==> src/rtl/ssdu_pkg.sv <==
package ssdu_pkg;

    // Input opcodes.
    localparam logic OP_WRITE = 1'b0;
    localparam logic OP_QUERY = 1'b1;

    // Configuration register indexes.
    localparam logic [2:0] CFG_INV_EDGE_X = 3'd0;
    localparam logic [2:0] CFG_INV_EDGE_Y = 3'd1;
    localparam logic [2:0] CFG_INV_EDGE_Z = 3'd2;
    localparam logic [2:0] CFG_SIZE_X     = 3'd3;
    localparam logic [2:0] CFG_SIZE_Y     = 3'd4;
    localparam logic [2:0] CFG_SIZE_Z     = 3'd5;

    localparam int NUM_OUT = 12;
    localparam int DERIV_W = 49;
    localparam int ACC_W   = 50;

    // Result slots holding a shear component (yz, xz, xy of strain and rate).
    localparam logic [NUM_OUT-1:0] SHEAR_MASK = 12'b111000_111000;

    // One stored cell: displacement, displacement rate and magnetic flag.
    typedef struct packed {
        logic             mag;
        logic [2:0][31:0] rate;
        logic [2:0][31:0] disp;
    } cell_word_t;

    // One operation for the shared derivative unit.
    typedef struct packed {
        logic               valid;
        logic               central;
        logic [3:0]         slot;
        logic [31:0]        inv;
        logic signed [31:0] hi;
        logic signed [31:0] lo;
    } deriv_op_t;

    // One derivative leaving the unit, tagged with its result slot.
    typedef struct packed {
        logic                      valid;
        logic [3:0]                slot;
        logic signed [DERIV_W-1:0] value;
    } deriv_res_t;

    // Result slot of the derivative of component comp along axis ax.
    function automatic logic [3:0] acc_slot(logic kind, logic [1:0] ax, logic [1:0] comp);
        logic [3:0] s;
        if (ax == comp) begin
            s = {2'b00, ax};
        end else begin
            s = 4'd6 - {2'b00, ax} - {2'b00, comp};
        end
        if (kind) begin
            s = s + 4'd6;
        end
        return s;
    endfunction

    // Saturate a wide signed value to 32 bits.
    function automatic logic [31:0] sat32(logic signed [ACC_W-1:0] v);
        logic [31:0] r;
        if ((&v[ACC_W-1:31]) || !(|v[ACC_W-1:31])) begin
            r = v[31:0];
        end else if (v[ACC_W-1]) begin
            r = 32'h8000_0000;
        end else begin
            r = 32'h7FFF_FFFF;
        end
        return r;
    endfunction

endpackage

==> src/rtl/ssdu_accum.sv <==
module ssdu_accum import ssdu_pkg::*; (
    input  logic                        aclk,
    input  logic                        aresetn,
    input  logic                        clear,
    input  deriv_res_t                  res,
    input  logic                        load,
    input  logic                        out_ready,
    output logic                        out_valid,
    output logic                        out_free,
    output logic [NUM_OUT-1:0][31:0]    out_data
);

    logic signed [ACC_W-1:0] acc_reg [NUM_OUT];
    logic [NUM_OUT-1:0][31:0] out_data_reg;
    logic                     out_valid_reg;

    // Normal components take one derivative, shear components sum two.
    always_ff @(posedge aclk) begin
        for (int i = 0; i < NUM_OUT; i++) begin
            if (clear) begin
                acc_reg[i] <= '0;
            end else if (res.valid && (res.slot == 4'(i))) begin
                acc_reg[i] <= acc_reg[i] + $signed({res.value[DERIV_W-1], res.value});
            end
        end
    end

    always_ff @(posedge aclk) begin
        if (load) begin
            for (int i = 0; i < NUM_OUT; i++) begin
                out_data_reg[i] <= SHEAR_MASK[i] ? sat32(acc_reg[i] >>> 1) : sat32(acc_reg[i]);
            end
        end
    end

    always_ff @(posedge aclk) begin
        if (!aresetn) begin
            out_valid_reg <= 1'b0;
        end else if (load) begin
            out_valid_reg <= 1'b1;
        end else if (out_ready) begin
            out_valid_reg <= 1'b0;
        end
    end

    assign out_valid = out_valid_reg;
    assign out_free  = !out_valid_reg || out_ready;
    assign out_data  = out_data_reg;

endmodule

==> config.mk <==
export PLATFORM = sky130hd
export DESIGN_NAME = ssdu_accum
export DESIGN_NICKNAME = d
export VERILOG_FILES = /design/src/rtl/ssdu_pkg.sv /design/src/rtl/ssdu_accum.sv
export SDC_FILE = /design/constraint.sdc
export NUM_CORES = 2
export LEC_CHECK = 0
export BUFFER_PORTS_ARGS = -buffer_cell sky130_fd_sc_hd__buf_2
export CAP_MARGIN = 20
export CELL_PAD_IN_SITES_DETAIL_PLACEMENT = 0
export CELL_PAD_IN_SITES_GLOBAL_PLACEMENT = 2
export CORE_MARGIN = 4
export CORE_UTILIZATION = 40
export DETAILED_ROUTE_END_ITERATION = 8
export MAX_ROUTING_LAYER = met4
export PLACE_DENSITY_LB_ADDON = 0.1
export SYNTH_ARGS = -nofsm -noshare
export SYNTH_HDL_FRONTEND = slang
export SYNTH_SLANG_ARGS = --single-unit
==> constraint.sdc <==
create_clock -name aclk -period 5.5 [get_ports aclk]
set_input_delay 1.1 -clock aclk [delete_from_list [all_inputs] [get_ports aclk]]
set_output_delay 1.1 -clock aclk [all_outputs]
set_load 0.05 [all_outputs]
Word-level counts from Yosys, hierarchy flattened
Memory sizes are Yosys's and may differ from the RTL's. Index checks and enable logic that the tools add are counted.

Logic and storage cells: 189. RAM bits: 600. Register bits after elaboration: 385. Memories kept: 1.

Add/sub/neg operators: 12. Reduce and logical (&&, ||, !) cells: 64. Mux-type cells: 76. Bitwise gates (word level): 12. Equality and inequality tests: 11.

Memory list: acc_reg (depth 12, width 50, rd ports 12, clocked after memory_dff 0, wr ports 12, RTL line ssdu_accum.sv:13) `logic signed [ACC_W-1:0] acc_reg [NUM_OUT];`.

Operator list (number): $mux W32 (24); $add A50 B49 Y50 (12); $mux W50 (12); $reduce_and A19 Y1 (6); $reduce_or A19 Y1 (6); $reduce_and A18 Y1 (6); $reduce_or A18 Y1 (6); $mux W1 (40); $eq A4 B3 Y1 const B (4); $eq A4 B4 Y1 const B (4); $logic_not A1 Y1 (13); $logic_or A1 B1 Y1 (13); $logic_and A1 B1 Y1 (12); $or A1 B1 Y1 (12); $eq A4 B2 Y1 const B (2); $eq A4 B1 Y1 const B (1); $logic_not A4 Y1 (1); $reduce_bool A2 Y1 (1).

Depth between registers and ports, before layout
Depth after elaboration: 6. Gate-level depth with buffers: 15. Depth with buffers taken out: 14.

Worst setup path after synthesis
OpenSTA, ideal clock, no wires.

Path type: input-to-reg. Start point: input res[49] (netlist bit). End point: memory acc_reg[4][0], in the netlist acc_reg[1][0], enable pin. Data arrival time: 3.965 ns. Stages on the path: 3. Buffers on the path: 1. Slack: 1.066 ns. Library setup time: 0.468 ns. Data required time: 5.032 ns. Path through: clkbuf_1 -> or2_2 -> o21bai_1.

RTL lines: from (decl) (RTL line ssdu_accum.sv:5) `input deriv_res_t res,`; to (decl) (RTL line ssdu_accum.sv:13).

==> impl_metrics.py <==
metrics = {
    "sta": {
        "fin_worst_skew_ps": 26.86,
        "tightest_slew_ps": 1074,
        "tns_ps": 0,
        "relSlewSlack": 0.2815,
        "rsz0062_at_grt": "no",
        "hold_viol": 0,
        "period_needed_ps": 4439,
        "fin_crit_sh": 0.8071,
        "slew_viol_final": 0,
        "setup_viol": 0,
        "fmax_ghz": 0.2253,
    },
    "yosys": {
        "synth.area.top_cells": "edfxtp_1, ha_1, a21o_1, a21oi_1, nor2_1",
        "synth_top_area_frac": 0.4300,
        "yosys.area_share.xor_xnor": 0.06768,
        "synth-simple-area-share": 0.1403,
        "synth_top_area_cell": "edfxtp_1",
        "synth_cell_types": 93,
        "synthMuxAreaShare": 0.0006008,
        "syn-num-nets": 7620,
        "synth_top_family_by_area": "compound AO/OA/AOI/OAI gates",
        "yosys_warnings": 0,
        "synth_compound_area_frac": 0.2243,
        "ys_ff_latch": 985,
        "syn_inst": 6961,
        "netlist_area_sq_mm": 0.06872,
        "synth_edf_count": 984,
        "yosys.area_share.adder": 0.1106,
        "syn_area_per_cell_sq_um": 9.872,
        "seq_area_frac_synth": 0.4303,
        "synthArstFlopShare": 0,
        "ys.flop_type": "edfxtp_1",
    },
    "place": {
        "dpl_cell_area_sq_mm": 0.07414,
        "dp_hpwl_mm": 184.0,
        "dp.cells": 9457,
        "routabilityCongestion": 0.9135,
        "numPortBuffers": 444,
    },
    "final_layout": {
        "layout_common_cells": "edfxtp_1, nor2_1, a21o_1",
        "layout.cells.non_filler": 9695,
        "fillers": 16420,
        "seqCellArea_sq_mm": 0.02957,
        "largest_reg_flops": 600,
        "multiInputGateArea_sq_mm": 0.03757,
        "fin_util": 0.4597,
        "drive_gt1_frac": 0.1247,
        "layout_commonest_cell": "edfxtp_1",
        "finish.net_count": 8021,
        "final_area_sq_mm": 0.07817,
        "area_delta_synth_final_pct": 13.74,
    },
    "power_and_ir_drop": {
        "power.density_mw_per_mm2": 279.7,
        "power_frac_seq": 0.405,
        "ir_drop_mv": 0.2617,
        "p_sw_frac": 0.3142,
        "p_int_w": 0.01499,
        "power_w": 0.02186,
        "pwr-share-comb": 0.225,
        "p_clk_frac": 0.370,
        "p_sw_w": 0.006870,
        "p_leak_nw": 33.10,
    },
    "worst_setup_path": {
        "critPathKind": "in -> reg",
        "start_kind": "input port",
        "required_ps": 6000,
        "worst_r2r_path_depth": 12,
        "cp-end-kind": "register",
        "cp_data_arrival_time_ps": 4940,
        "cp_max_fo": 7,
    },
    "floorplan": {
        "initial_core_util": 0.4042,
        "core_sq_mm": 0.1700,
        "die_height_microns": 422.5,
        "dieArea_sq_mm": 0.1785,
        "fp.dieW_microns": 422.5,
        "pin_count": 445,
        "row_count": 151,
    },
    "global_route": {
        "grt_max_degree": 103,
        "grt_pass1_wl_mm": 359.6,
        "track_usage": 0.2734,
        "grt_pass1_vias": 55190,
        "globalRouteOverflowTotal": 0,
        "antenna_found_initial": 26,
    },
    "min_path": {
        "min_path_cells": 2,
        "hold_class": "reg -> reg",
    },
    "clock_tree": {
        "cts.sinks": 985,
        "cts_tree": "built",
        "hold_buffers": 0,
        "cts.htree.levels": 3,
        "cts-root-buf": "clkbuf_16",
        "ctsResizeCount": 0,
        "cts_buffers": 117,
        "clk_pin_slew_ps": 60,
        "clk_path_buf_depth": 3,
        "insertion_delay_ps": 770,
        "cts_setup_buffers": 0,
    },
    "detailed_routing": {
        "drc_errors": 0,
        "drtAntennaViolNets": 0,
        "via_count": 56711,
        "wirelength_mm": 245.2,
        "viasPerCell": 5.850,
        "drt_iter0_markers": 4842,
        "avgRoutedWirePerCell_microns": 25.29,
        "firstDrtPassIters": 5,
    },
    "status": {
        "status": "finished clean",
    },
    "job": {
        "drv_cap": 0,
    },
}
[final timing paths]
kind	startpoint	slack [ps]	endpoint
setup / recovery	res[2]	1060	acc_reg[2][197]
hold / removal	out_valid	520	out_valid
setup reg to reg	acc_reg[2][151]	1300	acc_reg[2][197]
hold reg to reg	out_valid	520	out_valid
[layout make-up]
| type | instances | area share |
|---|---|---|
| multi-input cells | 5496 | 0.4806 |
| flip-flops and latches | 985 | 0.3783 |
| repair buffers | 618 | 0.04789 |
| clock buffers | 133 | 0.03877 |
| well taps | 2218 | 0.03550 |
| clock inverters | 89 | 0.01162 |
| inverters | 144 | 0.006915 |
| diodes | 12 | 0.0003842 |
[cell families after synthesis]
kind of cell / count (synthesis)
buf+inv: 480
compound gates: 2315
flops: 985
simple gates: 2046
mux: 4
xor+xnor: 531
fa+ha+maj: 600
[critical path: stages]
cell      delay [ps]
buf_2            450
ha_1             380
o21ai_0          230
nor2_1           100
o31ai_1          610
a21oi_1          270
o21ai_1          340
o41ai_2          160
a311oi_1         510
o21ai_1          170
a221oi_1         340
xor2_1           180
nor2_1            50
[per-layer routing]
metal,GRT usage,part of all wire,vias up
met2,0.4310,0.46,1704
met3,0.03617,0.060,332
li1,-,-,27042
met1,0.3608,0.44,27633
met4,0.1008,0.041,0
met5,-,0,-
[per-stage QoR]
step / setup WS, ps / hold slack, ps
floorplan: 1066 / 525.4
global placement: 368.0 / 479.7
detailed placement: 355.9 / 504.5
CTS: 1178 / 507.7
global route: 863.9 / 526.0
finish: 1061 / 515.6
[Yosys cell counts, types with 67 or more instances]
| cell | number |
|---|---|
| a21o_1 | 757 |
| a21oi_1 | 632 |
| clkbuf_1 | 324 |
| edfxtp_1 | 984 |
| ha_1 | 588 |
| inv_1 | 144 |
| nand2_1 | 397 |
| nand2b_1 | 67 |
| nand3_1 | 116 |
| nand4_1 | 199 |
| nor2_1 | 817 |
| nor2b_1 | 77 |
| nor3_1 | 96 |
| nor4_1 | 68 |
| o21ai_0 | 308 |
| o21bai_1 | 102 |
| xnor2_1 | 275 |
| xor2_1 | 256 |
[power groups by stage]
stage / Combinational, W / Clock (W) / Sequential [W]
global route: 0.00535 / 0.00860 / 0.00888
floorplan: 0.00299 / 0 / 0.00936
global placement: 0.00490 / 0 / 0.00901
CTS: 0.00489 / 0.00831 / 0.00886
finish: 0.00492 / 0.00809 / 0.00885
detailed placement: 0.00486 / 0 / 0.00901
No activity file was read; power rests on OpenSTA's default activity.
