## src/rtl/ssdu_ram.sv

```systemverilog
module ssdu_ram #(
    parameter int WIDTH = 8,
    parameter int DEPTH = 16,
    localparam int AW = (DEPTH > 1) ? $clog2(DEPTH) : 1
) (
    input  logic             aclk,
    input  logic             we,
    input  logic [AW-1:0]    waddr,
    input  logic [WIDTH-1:0] wdata,
    input  logic [AW-1:0]    raddr,
    output logic [WIDTH-1:0] rdata
);

    logic [WIDTH-1:0] mem [DEPTH];
    logic [WIDTH-1:0] rdata_reg;

    always_ff @(posedge aclk) begin
        if (we) begin
            mem[waddr] <= wdata;
        end
        rdata_reg <= mem[raddr];
    end

    assign rdata = rdata_reg;

endmodule

```

## config.mk

```make
export PLATFORM = sky130hd
export DESIGN_NAME = ssdu_ram
export DESIGN_NICKNAME = d
export VERILOG_FILES = /design/src/rtl/ssdu_ram.sv
export SDC_FILE = /design/constraint.sdc
export NUM_CORES = 1
export LEC_CHECK = 0
export BUFFER_PORTS_ARGS = -buffer_cell sky130_fd_sc_hd__buf_2
export CAP_MARGIN = 20
export CORE_MARGIN = 2
export CORE_UTILIZATION = 35
export DETAILED_ROUTE_END_ITERATION = 16
export PLACE_DENSITY = 0.59
export SYNTH_ARGS = -nofsm -noshare
export SYNTH_HDL_FRONTEND = slang
export SYNTH_SLANG_ARGS = --single-unit
```

## constraint.sdc

```tcl
create_clock -name aclk -period 4.75 [get_ports aclk]
set_input_delay 1.1875 -clock aclk [delete_from_list [all_inputs] [get_ports aclk]]
set_output_delay 1.1875 -clock aclk [all_outputs]
set_load 0.01 [all_outputs]
```

**Yosys cells after proc, flatten, opt, wreduce, memory -nomap -nowiden**

Memories as Yosys holds them, arrays and structs flattened. A register that Yosys moved wholly into a read port is not among the register bits.
Index checks and enable logic that the tools add are counted.

- Add/subtract/negate cells: 0
- Multiply operators: 0
- Divide/modulo/power cells: 0
- $lt $le $gt $ge: 0
- Eq/ne operators: 0
- Shift operators: 0
- Multiplexer cells: 2
- Bitwise gates (word level): 0
- Reductions and logical operators: 0

Operators with widths:

| cell | count |
|---|---|
| 1-bit two-way mux | 2 |

- Register bits after elaboration: 0
- Bits in latches: 0
- Memory bits (writable): 128
- Bits in read-only memories: 0
- Bits of input ports: 18
- Output and inout bits: 8
- Word-level logic and storage cells: 3
- Memories: 1

Memory list:

| name | depth | bits a word | rd ports | clocked after memory_dff | write ports | line | text |
|---|---|---|---|---|---|---|---|
| mem | 16 | 8 | 1 | 1 | 1 | 14 | `logic [WIDTH-1:0] mem [DEPTH];` |

**Logic depth before layout (Yosys ltp)**

Gate-level depths: netlist of run 1.

- Word-level depth: 2
- Depth in mapped cells: 5
- Gate-level depth less buffers: 3

**Worst setup path before layout of run 1**

No wires, ideal clock.

- Path kind: in2reg
- From: in waddr[2]
- To: mem mem[0][0], enable pin
- Setup time: 383 ps
- Arrival: 2297 ps
- Data required time: 4367 ps
- Slack: 2070 ps
- Cell stages on the path: 2
- Buffers on the path: 0
- Path through: or3b_2 -> nor3_1

RTL lines:

| what | line | text |
|---|---|---|
| start: declaration | 8 | `input logic [AW-1:0] waddr,` |
| end: declaration | 14 |  |

Straight into the memory's write port.

==> results.cfg, run 1 <==
[synthesis]
syn_area_um2 = 5147
yosysSeqAreaShare_pct = 77.78
yosys_warnings = 0
syn_area_per_cell_um2 = 22.48
synth_seq_cells = 136
synth_cells = 229
syn-num-nets = 247
synth.distinct_cells = 19

[clock_network]
clk_pin_slew_ns = 0.05
cts_resized = 0
cts.sinks = 136
cts_setup_buffers = 0
cts-root-buf = clkbuf_16
htree_levels = 4
clock_latency_ns = 0.41
cts_tree = done
cts_buffers = 17
postCtsHoldBufs = 0
clockBufferDepth = 2

[place]
port_buffers = 25
dp.final_hpwl_mm = 6.417
place_congestion = 0.6950

[min_path]
hp-class = reg2reg
min_from = mem[8][4]
hold-path-endpoint = rdata[4]
hold_depth = 3

[timing]
rsz0062_at_grt = false
min_period_ns = 2.745
fin_crit_sh_pct = 57.80
fmax_ghz = 0.3643
setup_viol = 0
drv_slew = 0
tns_ns = 0
worst_clock_skew_ns = 0.005468
whs_ns = 0.6731
report.final.hold_viol_count = 0
slew_headroom_pct = 33.09
tightest_slew_ns = 0.9999

[worst_setup_path]
slowest_stage = mux4_1
r2r_end = rdata[1]
reg2reg_depth = 3
path_class = in2reg
worstSetupEndpointType = flip-flop
cpPeakStageDelay_ns = 0.59
r2r_slack_ns = 3.31
cp.required_ns = 5.04
crit_chain = buf_2 -> buf_4 -> mux4_1 -> a22oi_1 -> nand2_1
worstReg2RegStart = mem[2][1]
crit_fanout = 18
startpoint_type = input pin
arrival_ns = 3.03

[die]
die_h_um = 125.3
start_util_pct = 35.69
rows = 44
ioPinCount = 26
fp.dieW_um = 125.3
die_area_um2 = 15690
core_area_um2 = 14420

[grt]
antenna_found_initial = 0
grt_pass1_vias = 2436
overflow = 0
track_usage_pct = 13.84
grt_first_pass_wirelength_mm = 15.35
grt_start_max_net_pins = 33

[power]
p_total_mw = 2.736
powerDensity_nw_per_um2 = 454.3
p_leak_nw = 2.001
peakVddDrop_mv = 0.2943

[route]
wirelength_mm = 10.09
via_per_inst = 5.168
drtAntennaViolNets = 0
drt-pass1-iter-count = 5
initialDrtViolationCount = 133
post_drt_wl_per_cell_um = 21.74
drcViolationCount = 0
via_count = 2398

[finish]
nNetsFinal = 286
final_util_pct = 41.75
largest_register_ffs = 128
syn2layout_area_growth_pct = 16.99
drive_gt1_share_pct = 27.14
antennaDiodeCount = 0

[job]
drv_cap = 0

[status]
outcome = finished, final reports clean
## worst max-delay path: cells and delay by family
kind	cells	cell delay, ns
AND/OR/NAND/NOR	1	0.09
AO/OA/AOI/OAI	1	0.27
buffers and inverters	2	0.87
multiplexers	1	0.59
## synthesized netlist by cell type, drive strengths merged
| cell type | count | area share [%] |
|---|---|---|
| nor2b | 1 | 0.12 |
| mux4 | 32 | 15 |
| or3b | 1 | 0.17 |
| buf | 7 | 1.1 |
| nand2b | 2 | 0.24 |
| nand3 | 1 | 0.097 |
| nand2 | 9 | 0.66 |
| nand3b | 2 | 0.29 |
| and2 | 1 | 0.12 |
| and2b | 1 | 0.15 |
| a22oi | 16 | 2.3 |
| clkdlybuf4s25 | 3 | 0.58 |
| nor3 | 4 | 0.39 |
| nor2 | 13 | 0.95 |
| dfxtp | 8 | 3.1 |
| edfxtp | 128 | 75 |
## logic make-up (layout without fill, tap and decap cells)
family / count (synthesis) / in the layout / synth area share (%)
AND/OR/NAND/NOR: 35 / 35 / 3.184
AO/OA/AOI/OAI: 16 / 16 / 2.334
multiplexers: 32 / 32 / 15.02
buffers and inverters: 10 / 61 / 1.677
flip-flops: 136 / 136 / 77.78
## power breakdown
| part | internal [mW] | total [mW] | switching [mW] |
|---|---|---|---|
| registers | 1.34 | 1.35 | 0.00841 |
| clock network | 0.813 | 1.26 | 0.451 |
| logic | 0.0488 | 0.121 | 0.0722 |
| total | 2.20 | 2.74 | 0.532 |
## stage by stage
stage / worst slack, ns / cell area (um^2) / cells
3_3_place_gp: 1.507 / 5446 / 432
6_report: 2.005 / 6022 / 464
4_1_cts: 1.929 / 6022 / 464
3_5_place_dp: 1.508 / 5454 / 433
2_1_floorplan: 2.070 / 5147 / 229
5_1_grt: 1.839 / 6022 / 464
## worst max path at each step
stage                        start        end  slack [ns]
after floorplan           waddr[2]  mem[0][0]        2.07
after CTS                 raddr[0]   rdata[3]        1.93
final                     raddr[0]   rdata[3]        2.00
after global placement    waddr[2]  mem[0][3]        1.51
after global routing      raddr[0]   rdata[3]        1.84
after detailed placement  raddr[0]   rdata[3]        1.51
## metal layers
layer,wire length [um],track usage [%],part of all wire [%],vias to the layer above
met1,4533,18.86,45,1255
met2,4884,21.45,48,78
met4,171,5.098,1.7,0
li1,-,-,-,1050
met3,497,3.851,4.9,15
met5,0,0,0,-
## placed cells by master (no fill, tap or decap), drive strengths merged
| cell type | count |
|---|---|
| buf | 30 |
| and2b | 1 |
| mux4 | 32 |
| nor3 | 4 |
| nor2 | 13 |
| nand3 | 1 |
| and2 | 1 |
| a22oi | 16 |
| or3b | 1 |
| bufinv | 3 |
| nand3b | 2 |
| clkbuf | 20 |
| clkinv | 7 |
| clkinvlp | 1 |
| nand2b | 2 |
| nand2 | 9 |
| dfxtp | 8 |
| nor2b | 1 |
| edfxtp | 128 |
## cell type report
class | instances | area (um^2)
well taps | 184 | 230.2
clock inverters | 11 | 131.4
multi-input cells | 83 | 1057
repair buffers | 30 | 162.7
flip-flops and latches | 136 | 4004
clock buffers | 20 | 436.7
fillers | 1276 | 8402
No activity file was read; power rests on OpenSTA's default activity.
==> run 2, diff against run 1 <==
--- a/config.mk
+++ b/config.mk
@@ -5,6 +5,7 @@
 export SDC_FILE = /design/constraint.sdc
 export NUM_CORES = 1
 export LEC_CHECK = 0
+export ABC_AREA = 1
 export BUFFER_PORTS_ARGS = -buffer_cell sky130_fd_sc_hd__buf_2
 export CAP_MARGIN = 20
 export CORE_MARGIN = 2
==> constraint.sdc (replaced) <==
create_clock -name aclk -period 2.7 [get_ports aclk]
set_input_delay 0.675 -clock aclk [delete_from_list [all_inputs] [get_ports aclk]]
set_output_delay 0.675 -clock aclk [all_outputs]
set_load 0.01 [all_outputs]
==> results.cfg, run 2 <==
[status]
outcome = finished, final reports clean

[route]
via_per_inst = 4.650
drcViolationCount = 0
via_count = 3734
drt-pass1-iter-count = 5
wirelength_mm = 13.13
initialDrtViolationCount = 267
drtAntennaViolNets = 0
post_drt_wl_per_cell_um = 16.35

[die]
die_area_um2 = 17520
ioPinCount = 26
core_area_um2 = 16000
fp.dieW_um = 132.4
start_util_pct = 36.04
rows = 46
die_h_um = 132.4

[clock_network]
clk_pin_slew_ns = 0.06
cts_setup_buffers = 0
clock_latency_ns = 0.42
clockBufferDepth = 2
cts_tree = done
cts.sinks = 136
cts_buffers = 17
htree_levels = 4
postCtsHoldBufs = 0
cts_resized = 0
cts-root-buf = clkbuf_16

[worst_setup_path]
r2r_slack_ns = 1.62
path_class = in2reg
worstReg2RegStart = mem[1][0]
reg2reg_depth = 6
arrival_ns = 1.78
startpoint_type = input pin
worstSetupEndpointType = flip-flop
crit_fanout = 8
cp.required_ns = 2.74
r2r_end = rdata[0]

[synthesis]
syn-num-nets = 569
synth_seq_cells = 136
postSynth.asyncResetShare_pct = 0
synth_top_area_share_pct = 66.65
yosysSeqAreaShare_pct = 69.43
synth.most_common_cell = nand2_1
synth.distinct_cells = 12
synth_cells = 551
ys_dominant_reg_cell = edfxtp_1
syn_area_per_cell_um2 = 10.47
netlist.top_cell.by_area = edfxtp_1
syn_area_um2 = 5767
synth_area_leaders = edfxtp_1, nand2_1, nand3_1
synth_edf_count = 128
synth_commonest_cells = nand2_1, edfxtp_1, inv_1
yosys_warnings = 0

[timing]
worst_clock_skew_ns = 0.008154
setup_viol = 0
tightest_slew_ns = 0.8789
min_period_ns = 1.740
drv_slew = 0
fin_crit_sh_pct = 64.43
tns_ns = 0
slew_headroom_pct = 41.19
fmax_ghz = 0.5749
rsz0062_at_grt = false
report.final.hold_viol_count = 0

[finish]
nNetsFinal = 594
drive_gt1_share_pct = 9.881
final_util_pct = 41.02
largest_register_ffs = 128
finalInstanceArea_um2 = 6564
final_cell_mix = nand2_1, edfxtp_1, inv_1
syn2layout_area_growth_pct = 13.82
antennaDiodeCount = 0
layout_commonest_cell = nand2_1

[grt]
grt_start_max_net_pins = 65
track_usage_pct = 15.93
overflow = 0
antenna_found_initial = 0
grt_pass1_vias = 3635
grt_first_pass_wirelength_mm = 20.72

[power]
peakVddDrop_mv = 0.4736
powerDensity_nw_per_um2 = 720.4
p_leak_nw = 2.794

[min_path]
hold_depth = 3
hp-class = in2reg
min_from = raddr[3]
hold-path-endpoint = rdata[2]

[place]
place_area_um2 = 6046
dp.final_hpwl_mm = 8.055
place_congestion = 0.7702
port_buffers = 25

[job]
drv_cap = 0
## run 2: cell count changes after synthesis, sizes merged, moves of 16 or more
cell and delta:
nand2 +164, mux4 -32, inv +102, a22oi -16, buf +17, nand3 +96
## run 2: area by class of cell
type | instances | area [um^2]
fillers | 1595 | 9437
flip-flops and latches | 136 | 4004
multi-input cells | 289 | 1214
clock buffers | 19 | 432.9
inverters | 102 | 382.9
well taps | 216 | 270.3
repair buffers | 30 | 175.2
clock inverters | 11 | 85.08
## run 2: worst max-delay path, cell delays in order
cell      delay [ns]
buf_2           0.12
nand3b_1        0.26
nor2_1          0.72
## run 2: power breakdown
part	internal (mW)	switching [mW]	total, mW	leakage (nW)
clock	1.24	0.834	2.07	0.249
combinational	0.0779	0.205	0.283	1.32
sequential	2.36	0.0152	2.38	1.22
## run 2: kinds of logic after synthesis
family / count (synthesis) / share of synthesized area [%]
flops: 136 / 69.43
buf+inv: 126 / 9.525
simple gates: 289 / 21.05
## run 2: worst max-delay path by stage
stage	from	to
floorplan	waddr[2]	mem[10][0]
global placement	waddr[3]	mem[7][0]
detailed placement	waddr[3]	mem[7][0]
CTS	waddr[3]	mem[7][0]
global route	waddr[3]	mem[7][3]
finish	waddr[3]	mem[7][3]
## run 2: stage by stage
stage	worst slack, ns	total power [mW]	cells	hold WS [ns]
3_3_place_gp	0.6020	2.701	773	0.6718
2_1_floorplan	1.074	2.589	551	0.6074
5_1_grt	0.9246	4.881	803	0.6191
3_5_place_dp	0.5310	2.706	773	0.6726
6_report	0.9604	4.729	803	0.6207
4_1_cts	0.9709	4.755	803	0.6098
## run 2: routing by layer
metal  global-route usage (%)  up-vias  share of wire [%]
li1                         -     1818                  -
met4                    6.093        0                1.4
met5                        0        -                  0
met2                    25.68      114                 49
met1                    20.88     1788                 44
met3                    3.806       14                5.1
==> run 3, diff against run 2 <==
==> constraint.sdc (replaced) <==
create_clock -name aclk -period 1.8 [get_ports aclk]
set_input_delay 0.45 -clock aclk [delete_from_list [all_inputs] [get_ports aclk]]
set_output_delay 0.45 -clock aclk [all_outputs]
set_load 0.01 [all_outputs]
==> results.cfg, run 3 (synthesis gave the netlist of run 2 again) <==
[grt]
grt_pass1_vias = 3681
track_usage_pct = 15.38
overflow = 0
grt_first_pass_wirelength_mm = 20.12
antenna_found_initial = 0
grt_start_max_net_pins = 65

[timing]
fin_crit_sh_pct = 73.16
tns_ns = 0
min_period_ns = 1.317
drv_slew = 0
fmax_ghz = 0.7593
rsz0062_at_grt = false
worst_clock_skew_ns = 0.009636
slew_headroom_pct = 61.67
tightest_slew_ns = 0.5743
setup_viol = 0
report.final.hold_viol_count = 0

[route]
drcViolationCount = 0
via_count = 3757
drt-pass1-iter-count = 5
post_drt_wl_per_cell_um = 15.47
drtAntennaViolNets = 0
wirelength_mm = 12.69
initialDrtViolationCount = 449
via_per_inst = 4.582

[power]
seqPwrFrac_pct = 49.7
comb_power_share_pct = 6.3
clkPwrFrac_pct = 44.0
switching_share_pct = 20.87
p_leak_nw = 2.907
p_int_mw = 5.670
powerDensity_nw_per_um2 = 1063
p_switching_mw = 1.495
peakVddDrop_mv = 0.6461

[finish]
nNetsFinal = 612
antennaDiodeCount = 0
syn2layout_area_growth_pct = 16.92
drive_gt1_share_pct = 11.59
final_cells = 820
final_cell_mix = nand2_1, edfxtp_1, inv_1
layout_commonest_cell = nand2_1
largest_register_ffs = 128

[die]
ioPinCount = 26
fp.dieW_um = 132.4
rows = 46
core_area_um2 = 16000
start_util_pct = 36.04
die_h_um = 132.4
die_area_um2 = 17520

[worst_setup_path]
arrival_ns = 0.87
crit_fanout = 1
cp.required_ns = 1.35
slowest_stage = dfxtp_1
path_class = reg2out
worstSetupEndpointType = primary output
cp.buffers_inverters = 1
crit_chain = buf_2
startpoint_type = flip-flop
path_delay_family = flip-flops
cpPeakStageDelay_ns = 0.32

[place]
dp.final_hpwl_mm = 7.780
place_congestion = 0.8058
dp.cells = 791
port_buffers = 25

[min_path]
hp-class = in2reg

[clock_network]
postCtsHoldBufs = 0
clockBufferDepth = 2
clock_latency_ns = 0.42
cts.sinks = 136
cts_resized = 0
cts_setup_buffers = 0
clk_pin_slew_ns = 0.05
cts-root-buf = clkbuf_16
htree_levels = 4
cts_buffers = 17
cts_tree = done

[job]
drv_cap = 0

[status]
outcome = finished, final reports clean
-- run 3: changes by cell type in the layout (fill, tap and decap cells not counted), sizes merged --
cell / before / now
bufinv: 1 / 2
clkbuf: 19 / 22
clkinvlp: 3 / 0
buf: 30 / 48
clkinv: 7 / 5
-- run 3: path summary, 6_finish.rpt --
path                    to       start  slack [ns]  depth (start not counted)
setup / recovery  rdata[0]    rdata[0]        0.48                          1
hold / removal    rdata[3]    raddr[3]        0.41                          3
setup reg to reg  rdata[5]  mem[10][5]        0.75                          6
hold reg to reg   rdata[2]  mem[12][2]        0.67                          6
-- run 3: power groups by stage --
stage               logic [mW]  clock network (mW)  registers [mW]
finish                   0.448                3.16            3.56
global route             0.501                3.33            3.57
CTS                      0.454                3.19            3.56
detailed placement       0.451                   0            3.63
global placement         0.446                   0            3.62
floorplan                0.250                   0            3.63
-- run 3: area by class of cell --
cell class,count,area (um^2)
clock buffers,22,444.2
clock inverters,7,80.08
fillers,1554,9258
inverters,102,382.9
multi-input cells,289,1214
flip-flops and latches,136,4004
well taps,216,270.3
repair buffers,48,347.8
-- run 3: layer usage --
metal	track usage [%]	vias up	share of wire, %	routed length, um
met5	0	-	0	0
li1	-	1851	-	-
met3	3.037	20	5.4	679
met1	20.81	1774	46	5820
met4	6.392	0	2.2	279
met2	24.27	112	47	5906
-- run 3: through the flow --
| step | util, % | setup slack (ns) | hold slack [ns] | total power, mW | instance area, um^2 |
|---|---|---|---|---|---|
| 2_1_floorplan | - | 0.3992 | 0.5489 | 3.883 | 5767 |
| 4_1_cts | 42.14 | 0.4620 | 0.4003 | 7.202 | 6743 |
| 3_3_place_gp | 38.86 | 0.2426 | 0.6249 | 4.071 | 6218 |
| 3_5_place_dp | 38.86 | 0.2072 | 0.6426 | 4.077 | 6218 |
| 5_1_grt | 42.14 | 0.4480 | 0.4191 | 7.396 | 6743 |
| 6_report | 42.14 | 0.4830 | 0.4079 | 7.165 | 6743 |
-- run 3: worst min-delay path: stages --
cell and delay, ns:
buf_2 0.17, nand3_1 0.11, nand2_1 0.04
